[config.mk]
export PLATFORM = sky130hd
export DESIGN_NAME = indexed_list_engine_unit
export DESIGN_NICKNAME = d
export VERILOG_FILES = /design/src/hw/rtl/ile_pkg.sv /design/src/hw/rtl/ile_ram.sv /design/src/hw/rtl/indexed_list_engine_unit.sv
export SDC_FILE = /design/constraint.sdc
export NUM_CORES = 2
export LEC_CHECK = 0
export BUFFER_PORTS_ARGS = -buffer_cell sky130_fd_sc_hd__buf_2
export CAP_MARGIN = 20
export CORE_MARGIN = 2
export CORE_UTILIZATION = 55
export CTS_CLUSTER_DIAMETER = 60
export DETAILED_ROUTE_END_ITERATION = 12
export MAX_ROUTING_LAYER = met4
export PLACE_DENSITY_LB_ADDON = 0.3
export SLEW_MARGIN = 10
export SYNTH_ARGS = -nofsm -noshare
export SYNTH_HDL_FRONTEND = slang
export SYNTH_SLANG_ARGS = --single-unit
[constraint.sdc]
create_clock -name aclk -period 7.1 [get_ports aclk]
set_input_delay 1.42 -clock aclk [delete_from_list [all_inputs] [get_ports aclk]]
set_output_delay 1.42 -clock aclk [all_outputs]
set_load 0.005 [all_outputs]
[src/hw/rtl/ile_pkg.sv]
// Shared types, codes and field layout for the indexed list engine.
package ile_pkg;

    localparam int ILE_CAPACITY    = 64;
    localparam int ILE_VALUE_WIDTH = 32;

    localparam int ACTION_W   = 3;
    localparam int POSITION_W = 7;
    localparam int ITEM_W     = 32;
    localparam int STATUS_W   = 2;
    localparam int LENGTH_W   = 7;

    localparam int S_TDATA_W = 48;
    localparam int M_TDATA_W = 48;

    typedef enum logic [ACTION_W-1:0] {
        ACT_READ     = 3'd0,
        ACT_FRONT    = 3'd1,
        ACT_APPEND   = 3'd2,
        ACT_INSERT   = 3'd3,
        ACT_DELETE   = 3'd4
    } act_t;

    typedef enum logic [STATUS_W-1:0] {
        STAT_DONE    = 2'd0,
        STAT_IGNORED = 2'd1,
        STAT_FULL    = 2'd2
    } stat_t;

    typedef enum logic [2:0] {
        OP_READ,
        OP_FRONT,
        OP_BACK,
        OP_MID,
        OP_DEL_HEAD,
        OP_DEL_MID
    } op_t;

    typedef enum logic [3:0] {
        ST_IDLE,
        ST_DECIDE,
        ST_ALLOC_RD,
        ST_ALLOC_WT,
        ST_PLACE,
        ST_WALK_RD,
        ST_WALK_WT,
        ST_NEXT_RD,
        ST_NEXT_WT,
        ST_DEL_WT,
        ST_LINK2,
        ST_VAL_RD,
        ST_VAL_WT,
        ST_FINISH
    } state_t;

endpackage

[src/hw/rtl/ile_ram.sv]
// Single-port-write, single-port-read synchronous memory with registered read data.
module ile_ram
    import ile_pkg::*;
#(
    parameter int DEPTH = ILE_CAPACITY,
    parameter int WIDTH = ILE_VALUE_WIDTH
) (
    input  logic                     aclk,
    input  logic                     we,
    input  logic [$clog2(DEPTH)-1:0] waddr,
    input  logic [WIDTH-1:0]         wdata,
    input  logic [$clog2(DEPTH)-1:0] raddr,
    output logic [WIDTH-1:0]         rdata
);

    logic [WIDTH-1:0] mem [DEPTH];

    always_ff @(posedge aclk) begin
        if (we) begin
            mem[waddr] <= wdata;
        end
        rdata <= mem[raddr];
    end

endmodule

[src/hw/rtl/indexed_list_engine_unit.sv]
// Top level of the indexed list engine: request sequencer, list registers and stores.
//
//  Channel | Direction | Bits of tdata (lowest first)
//  --------+-----------+-------------------------------------------------------
//  s_      | in        | action[2:0], position[9:3], item_value[41:10], zero pad
//  m_      | out       | read_value[31:0], status[33:32], length[40:34], zero pad
//
// Reads, middle inserts and middle deletes walk the list from the head; the walk is
// set by the link memory, whose single read port returns one link per cycle.
// Reset (aresetn low, synchronous)
// empties the list at once; no clearing pass is needed because freed slots are
// kept on a free list threaded through the link memory. The input side takes a new
// transfer as soon as the sequencer is idle, even while a result still waits in the
// output register; a stalled result only holds the sequencer at its final step.
module indexed_list_engine_unit
    import ile_pkg::*;
#(
    parameter int CAPACITY    = ILE_CAPACITY,
    parameter int VALUE_WIDTH = ILE_VALUE_WIDTH
) (
    input  logic                 aclk,
    input  logic                 aresetn,
    input  logic                 s_tvalid,
    output logic                 s_tready,
    input  logic [S_TDATA_W-1:0] s_tdata,  // action, position, item_value, zero pad
    output logic                 m_tvalid,
    input  logic                 m_tready,
    output logic [M_TDATA_W-1:0] m_tdata   // read_value, status, length, zero pad
);

    localparam int AW = $clog2(CAPACITY);
    localparam int CW = $clog2(CAPACITY + 1);
    // Comparison width wide enough for both the position field and the count.
    localparam int PW = ((CW > POSITION_W) ? CW : POSITION_W) + 1;

    // Sequencer and list registers.
    state_t                  state_reg,  state_next;
    op_t                     op_reg,     op_next;
    act_t                    act_reg,    act_next;
    logic [POSITION_W-1:0]   pos_reg,    pos_next;
    logic signed [ITEM_W-1:0] val_reg,   val_next;
    logic [CW-1:0]           count_reg,  count_next;
    logic [CW-1:0]           hwm_reg,    hwm_next;
    logic [CW-1:0]           fcnt_reg,   fcnt_next;
    logic [AW-1:0]           fhead_reg,  fhead_next;
    logic [AW-1:0]           head_reg,   head_next;
    logic [AW-1:0]           tail_reg,   tail_next;
    logic [AW-1:0]           cur_reg,    cur_next;
    logic [AW-1:0]           slot_reg,   slot_next;
    logic [CW-1:0]           steps_reg,  steps_next;
    logic [ITEM_W-1:0]       rv_reg,     rv_next;
    stat_t                   stat_reg,   stat_next;

    // Output register.
    logic                    m_valid_reg, m_valid_next;
    logic [M_TDATA_W-1:0]    m_data_reg,  m_data_next;

    // Memory ports.
    logic                    lk_we;
    logic [AW-1:0]           lk_waddr, lk_wdata, lk_raddr, lk_q;
    logic                    vl_we;
    logic [VALUE_WIDTH-1:0]  vl_wdata, vl_q;

    logic signed [63:0]          in_ext;
    logic signed [VALUE_WIDTH-1:0] vq_s;
    logic signed [63:0]          out_ext;
    logic [PW-1:0]               pos_w, count_w;

    // The value link store: one link per slot, also threading the free list.
    ile_ram #(.DEPTH(CAPACITY), .WIDTH(AW)) u_link_ram (
        .aclk  (aclk),
        .we    (lk_we),
        .waddr (lk_waddr),
        .wdata (lk_wdata),
        .raddr (lk_raddr),
        .rdata (lk_q)
    );

    // The value store is written only when a slot is filled and read at the end of a read walk.
    ile_ram #(.DEPTH(CAPACITY), .WIDTH(VALUE_WIDTH)) u_value_ram (
        .aclk  (aclk),
        .we    (vl_we),
        .waddr (slot_reg),
        .wdata (vl_wdata),
        .raddr (cur_reg),
        .rdata (vl_q)
    );

    // Values are stored in VALUE_WIDTH bits and sign-extended back to the field width.
    assign in_ext   = 64'(val_reg);
    assign vl_wdata = in_ext[VALUE_WIDTH-1:0];
    assign vq_s     = vl_q;
    assign out_ext  = 64'(vq_s);

    assign pos_w   = PW'(pos_reg);
    assign count_w = PW'(count_reg);

    assign s_tready = (state_reg == ST_IDLE);
    assign m_tvalid = m_valid_reg;
    assign m_tdata  = m_data_reg;

    always_ff @(posedge aclk) begin
        if (!aresetn) begin
            state_reg   <= ST_IDLE;
            count_reg   <= '0;
            hwm_reg     <= '0;
            fcnt_reg    <= '0;
            fhead_reg   <= '0;
            head_reg    <= '0;
            tail_reg    <= '0;
            m_valid_reg <= 1'b0;
        end else begin
            state_reg   <= state_next;
            count_reg   <= count_next;
            hwm_reg     <= hwm_next;
            fcnt_reg    <= fcnt_next;
            fhead_reg   <= fhead_next;
            head_reg    <= head_next;
            tail_reg    <= tail_next;
            m_valid_reg <= m_valid_next;
        end
    end

    // Request payload and walk registers need no reset.
    always_ff @(posedge aclk) begin
        op_reg     <= op_next;
        act_reg    <= act_next;
        pos_reg    <= pos_next;
        val_reg    <= val_next;
        cur_reg    <= cur_next;
        slot_reg   <= slot_next;
        steps_reg  <= steps_next;
        rv_reg     <= rv_next;
        stat_reg   <= stat_next;
        m_data_reg <= m_data_next;
    end

    always_comb begin
        state_next   = state_reg;
        op_next      = op_reg;
        act_next     = act_reg;
        pos_next     = pos_reg;
        val_next     = val_reg;
        count_next   = count_reg;
        hwm_next     = hwm_reg;
        fcnt_next    = fcnt_reg;
        fhead_next   = fhead_reg;
        head_next    = head_reg;
        tail_next    = tail_reg;
        cur_next     = cur_reg;
        slot_next    = slot_reg;
        steps_next   = steps_reg;
        rv_next      = rv_reg;
        stat_next    = stat_reg;
        m_valid_next = m_valid_reg;
        m_data_next  = m_data_reg;
        lk_we        = 1'b0;
        lk_waddr     = slot_reg;
        lk_wdata     = head_reg;
        lk_raddr     = cur_reg;
        vl_we        = 1'b0;

        // A waiting result leaves once the downstream side takes it.
        if (m_valid_reg && m_tready) begin
            m_valid_next = 1'b0;
        end

        case (state_reg)
            ST_IDLE: begin
                if (s_tvalid) begin
                    act_next   = act_t'(s_tdata[ACTION_W-1:0]);
                    pos_next   = s_tdata[ACTION_W +: POSITION_W];
                    val_next   = s_tdata[ACTION_W + POSITION_W +: ITEM_W];
                    state_next = ST_DECIDE;
                end
            end

            ST_DECIDE: begin
                rv_next    = '1;
                stat_next  = STAT_DONE;
                cur_next   = head_reg;
                state_next = ST_FINISH;
                case (act_reg)
                    ACT_READ: begin
                        if (pos_w < count_w) begin
                            op_next    = OP_READ;
                            steps_next = CW'(pos_reg);
                            state_next = ST_WALK_RD;
                        end else begin
                            stat_next = STAT_IGNORED;
                        end
                    end
                    ACT_FRONT, ACT_APPEND, ACT_INSERT: begin
                        if (act_reg == ACT_INSERT && pos_w > count_w) begin
                            stat_next = STAT_IGNORED;
                        end else if (count_reg >= CW'(CAPACITY)) begin
                            stat_next = STAT_FULL;
                        end else begin
                            state_next = ST_ALLOC_RD;
                            if (act_reg == ACT_FRONT) begin
                                op_next = OP_FRONT;
                            end else if (act_reg == ACT_APPEND) begin
                                op_next = OP_BACK;
                            end else if (pos_reg == '0) begin
                                op_next = OP_FRONT;
                            end else if (pos_w == count_w) begin
                                op_next = OP_BACK;
                            end else begin
                                op_next = OP_MID;
                            end
                        end
                    end
                    ACT_DELETE: begin
                        if (pos_w >= count_w) begin
                            stat_next = STAT_IGNORED;
                        end else if (pos_reg == '0) begin
                            op_next    = OP_DEL_HEAD;
                            state_next = ST_NEXT_RD;
                        end else begin
                            op_next    = OP_DEL_MID;
                            steps_next = CW'(pos_reg) - CW'(1);
                            state_next = ST_WALK_RD;
                        end
                    end
                    default: begin
                        stat_next = STAT_IGNORED;
                    end
                endcase
            end

            // Take a recycled slot from the free list, or a slot never used before.
            ST_ALLOC_RD: begin
                if (fcnt_reg != '0) begin
                    lk_raddr   = fhead_reg;
                    state_next = ST_ALLOC_WT;
                end else begin
                    slot_next  = hwm_reg[AW-1:0];
                    hwm_next   = hwm_reg + CW'(1);
                    state_next = ST_PLACE;
                end
            end

            ST_ALLOC_WT: begin
                slot_next  = fhead_reg;
                fhead_next = lk_q;
                fcnt_next  = fcnt_reg - CW'(1);
                state_next = ST_PLACE;
            end

            ST_PLACE: begin
                vl_we = 1'b1;
                case (op_reg)
                    OP_FRONT: begin
                        lk_we      = 1'b1;
                        lk_waddr   = slot_reg;
                        lk_wdata   = head_reg;
                        head_next  = slot_reg;
                        if (count_reg == '0) begin
                            tail_next = slot_reg;
                        end
                        count_next = count_reg + CW'(1);
                        state_next = ST_FINISH;
                    end
                    OP_BACK: begin
                        if (count_reg != '0) begin
                            lk_we    = 1'b1;
                            lk_waddr = tail_reg;
                            lk_wdata = slot_reg;
                        end else begin
                            head_next = slot_reg;
                        end
                        tail_next  = slot_reg;
                        count_next = count_reg + CW'(1);
                        state_next = ST_FINISH;
                    end
                    default: begin
                        // Middle insert: find the entry in front of the new one.
                        cur_next   = head_reg;
                        steps_next = CW'(pos_reg) - CW'(1);
                        state_next = ST_WALK_RD;
                    end
                endcase
            end

            ST_WALK_RD: begin
                if (steps_reg == '0) begin
                    state_next = (op_reg == OP_READ) ? ST_VAL_RD : ST_NEXT_RD;
                end else begin
                    lk_raddr   = cur_reg;
                    state_next = ST_WALK_WT;
                end
            end

            // One link per cycle: the returned link addresses the next read directly.
            ST_WALK_WT: begin
                cur_next   = lk_q;
                steps_next = steps_reg - CW'(1);
                if (steps_reg == CW'(1)) begin
                    state_next = (op_reg == OP_READ) ? ST_VAL_RD : ST_NEXT_RD;
                end else begin
                    lk_raddr = lk_q;
                end
            end

            ST_NEXT_RD: begin
                lk_raddr   = cur_reg;
                state_next = ST_NEXT_WT;
            end

            ST_NEXT_WT: begin
                case (op_reg)
                    OP_MID: begin
                        lk_we      = 1'b1;
                        lk_waddr   = slot_reg;
                        lk_wdata   = lk_q;
                        state_next = ST_LINK2;
                    end
                    OP_DEL_HEAD: begin
                        head_next  = lk_q;
                        lk_we      = 1'b1;
                        lk_waddr   = cur_reg;
                        lk_wdata   = fhead_reg;
                        fhead_next = cur_reg;
                        fcnt_next  = fcnt_reg + CW'(1);
                        count_next = count_reg - CW'(1);
                        state_next = ST_FINISH;
                    end
                    default: begin
                        // Middle delete: the link read here names the victim.
                        slot_next  = lk_q;
                        lk_raddr   = lk_q;
                        state_next = ST_DEL_WT;
                    end
                endcase
            end

            ST_DEL_WT: begin
                lk_we      = 1'b1;
                lk_waddr   = cur_reg;
                lk_wdata   = lk_q;
                state_next = ST_LINK2;
            end

            ST_LINK2: begin
                lk_we = 1'b1;
                if (op_reg == OP_MID) begin
                    lk_waddr   = cur_reg;
                    lk_wdata   = slot_reg;
                    count_next = count_reg + CW'(1);
                end else begin
                    // Return the victim to the free list.
                    lk_waddr   = slot_reg;
                    lk_wdata   = fhead_reg;
                    fhead_next = slot_reg;
                    fcnt_next  = fcnt_reg + CW'(1);
                    count_next = count_reg - CW'(1);
                    if (pos_w + PW'(1) == count_w) begin
                        tail_next = cur_reg;
                    end
                end
                state_next = ST_FINISH;
            end

            ST_VAL_RD: begin
                state_next = ST_VAL_WT;
            end

            ST_VAL_WT: begin
                rv_next    = out_ext[ITEM_W-1:0];
                state_next = ST_FINISH;
            end

            ST_FINISH: begin
                if (!m_valid_reg || m_tready) begin
                    m_valid_next = 1'b1;
                    m_data_next  = M_TDATA_W'({LENGTH_W'(count_reg), stat_reg, rv_reg});
                    state_next   = ST_IDLE;
                end
            end

            default: begin
                state_next = ST_IDLE;
            end
        endcase
    end

endmodule
==> run summary <==
first-pass iteration count of the detailed router -> 7
Synth Instances -> 4,910
Routed Wire Length -> 250,000 um
max reg flops -> 2,048
worst skew pair latency -> 0.92 ns
Worst path slowest cell -> a222oi_1
synth top area cells -> edfxtp_1 75%, mux4_2 15%, dfxtp_1 1.6%
H-tree depth -> 5
Die Y -> 437 um
status -> completed
clock skew -> 0.0734 ns
number of antenna violations at the first check in global routing -> 10
register bit total from synthesis -> 2,652
FILL cells -> 12,400
sequential area share after synthesis -> 76.4%
iteration-0 DRC count of the detailed router -> 7,376
RSZ-0062 raised after global routing -> no
DIE WIDTH -> 437 um
Largest Register -> u_value_ram.mem
synthesized area -> 103,000 sq um
vias per inst -> 6.55
Crit path max-delay family -> simple AND/OR/NAND/NOR gates
WL/cell -> 31.9 um
synth unique cells -> 87
Placer Congestion -> 0.882
critical path launch point type -> register
Clock Power Share -> 30.7%
Peak VDD IR -> 0.000439 V
sum of negative setup slack -> 0 ns
placed insts -> 7,375
sequential share of power -> 41.6%
Fin. Hold Viols -> 0
max-cap violations -> 0
vias in the first global route -> 50,800
Post-route DRC -> 0
largest net degree at the start of global routing -> 157
# IOs -> 102
Area Overhead vs Synth -> 12.4%
DIE AREA -> 191,000 sq um
DR vias -> 51,300
Overflow after GRT -> 0
CTS buffer count -> 276
layout cells sized above 1 -> 26.0%
DP Wirelength -> 133,000 um
Worst EP required -> 7.65 ns
number of synthesized flops with an enable pin -> 2,571
final hold slack -> 0.419 ns
total net switching power -> 0.0134 W
Final Max Tran Viols -> 0
slew margin rel. -> 26.9%
worst-margin pin slew -> 1.09 ns
GRT Total Usage -> 27.0%
Initial Util -> 55.1%
I/O Buffers -> 88
Yosys top cell by area -> edfxtp_1
Max Fclk -> 0.180 GHz
fin cells -> 7,840
CP cell instances -> nand2b_2 > nor3_4 > nand2_1 > nor3_4 > o221ai_1 > a222oi_1 > and2_1 > nand2_1 > nor2_1
Final nets -> 5,234
Crit. End Element -> register
Ys Warns -> 0
sinks on the clock net -> 2,652
Post-CTS Resized -> 0
setup bufs post-CTS -> 0
leakage power -> 36.7 nW
worst hold path class -> reg2reg
CTS tree -> built
Gate power share -> 27.7%
CP Class -> reg2reg
pwr dens -> 391 nW/um^2
Final min period -> 5.56 ns
clock-pin transition on the worst setup and hold timing paths -> 0.06 ns
first-pass GRT wire length -> 358,000 um
Largest stage delay, worst path -> 0.82 ns
mean area per synthesized cell -> 21.0 sq um
top-area cell type share of the netlist area -> 74.8%
ys async rst share -> 0%
CP arrival -> 6.12 ns
CP bufs+invs -> 0
CP max FO -> 35
sw frac -> 29.6%
Root Driver -> clkbuf_16
# setup viols final -> 0
final worst path period share -> 78.4%
Longest Clk Path Bufs -> 4
# hold bufs at CTS -> 0
Int Power -> 0.0320 W
Main synth FF type -> edfxtp_1
num rows -> 159
core area -> 187,000 sq um
most frequent cells in the layout -> 2,571 x edfxtp_1, 666 x mux4_2, 285 x clkbuf_16, 268 x nand2_1, 155 x buf_4
post-route ant nets -> 0
most common cell after layout, fill and taps aside -> edfxtp_1
-- power by group through the flow --
| stage | Sequential, W | Combinational (W) | Clock, W |
|---|---|---|---|
| final | 0.0189 | 0.0126 | 0.0139 |
| after global routing | 0.0189 | 0.0133 | 0.0147 |
| after CTS | 0.0189 | 0.0126 | 0.0141 |
| after detailed placement | 0.0192 | 0.0125 | 0 |
| after global placement | 0.0192 | 0.0124 | 0 |
| after floorplan | 0.0194 | 0.00841 | 0 |
-- Yosys cell counts (10+ instances only) --
cell type / number
nor3_1: 13
ha_1: 21
nor2b_1: 34
edfxtp_1: 2571
dfxtp_1: 81
and3_1: 12
a31oi_1: 19
nand3_1: 66
a32o_1: 13
mux2i_1: 136
nand2b_1: 12
nand3b_1: 13
a211oi_1: 48
nor2_1: 191
clkbuf_1: 165
or3_1: 35
a311o_1: 10
xnor2_1: 21
a32oi_1: 10
a21boi_0: 14
nand2_1: 274
and2_1: 35
o211a_1: 11
a221o_1: 12
a21oi_1: 76
buf_2: 47
o21ai_0: 37
mux4_2: 666
buf_1: 47
buf_4: 19
a222oi_1: 13
inv_1: 27
-- layer usage --
| layer | part of all wire [%] | up-vias | GRT usage, % |
|---|---|---|---|
| met1 | 38 | 27100 | 36.9 |
| met2 | 49 | 2890 | 42.1 |
| met4 | 3.0 | 0 | 8.04 |
| met5 | 0 | - | - |
| li1 | - | 20900 | - |
| met3 | 9.2 | 462 | 4.81 |
-- worst reg2reg max path, stage by stage, from the launching register on --
cell	delay, ns
dfxtp_1	0.68
nand2b_2	0.62
nor3_4	0.65
nand2_1	0.26
nor3_4	0.42
o221ai_1	0.34
a222oi_1	0.82
and2_1	0.26
nand2_1	0.48
nor2_1	0.68
-- area by class of cell --
type | instances | area [sq um] | share of cell area [%]
Clock inverter | 106 | 1080 | 0.933
Inverter | 27 | 101 | 0.0873
Sequential cell | 2652 | 78800 | 67.9
Multi-Input combinational cell | 1953 | 23600 | 20.4
Clock buffer | 354 | 7550 | 6.51
Tap cell | 2495 | 3120 | 2.69
Timing Repair Buffer | 250 | 1720 | 1.48
Antenna cell | 3 | 7.51 | 0.00647
-- cell families after synthesis --
kind of cell	count (synthesis)	share of synthesized area, %
XOR/XNOR	29	0.246
multiplexers	803	15.9
adder cells (fa/ha/maj)	22	0.274
flip-flops	2652	76.4
buffers and inverters	311	1.30
AO/OA/AOI/OAI	353	2.56
other	1	0.00363
AND/OR/NAND/NOR	739	3.40
-- path summary, 6_finish.rpt --
| check | startpoint | depth (start not counted) | slack, ns | to |
|---|---|---|---|---|
| max | state_reg[2] | 9 | 1.54 | u_link_ram.mem[33][0] |
| min | rv_reg[16] | 0 | 0.42 | m_tdata[16] |
| max reg2reg | state_reg[2] | 9 | 1.54 | u_link_ram.mem[33][0] |
| min reg2reg | rv_reg[16] | 0 | 0.42 | m_tdata[16] |
-- per-stage QoR --
stage	power (W)	cell area, sq um	setup slack (ns)	util (%)
after floorplan	0.0278	103000	1.61	-
after global placement	0.0315	107000	1.79	57.4
after detailed placement	0.0317	107000	1.63	57.4
after CTS	0.0456	116000	1.63	62.0
after global routing	0.0469	116000	1.40	62.0
final	0.0454	116000	1.54	62.0
Note: power is estimated with default switching activity, not from simulation.
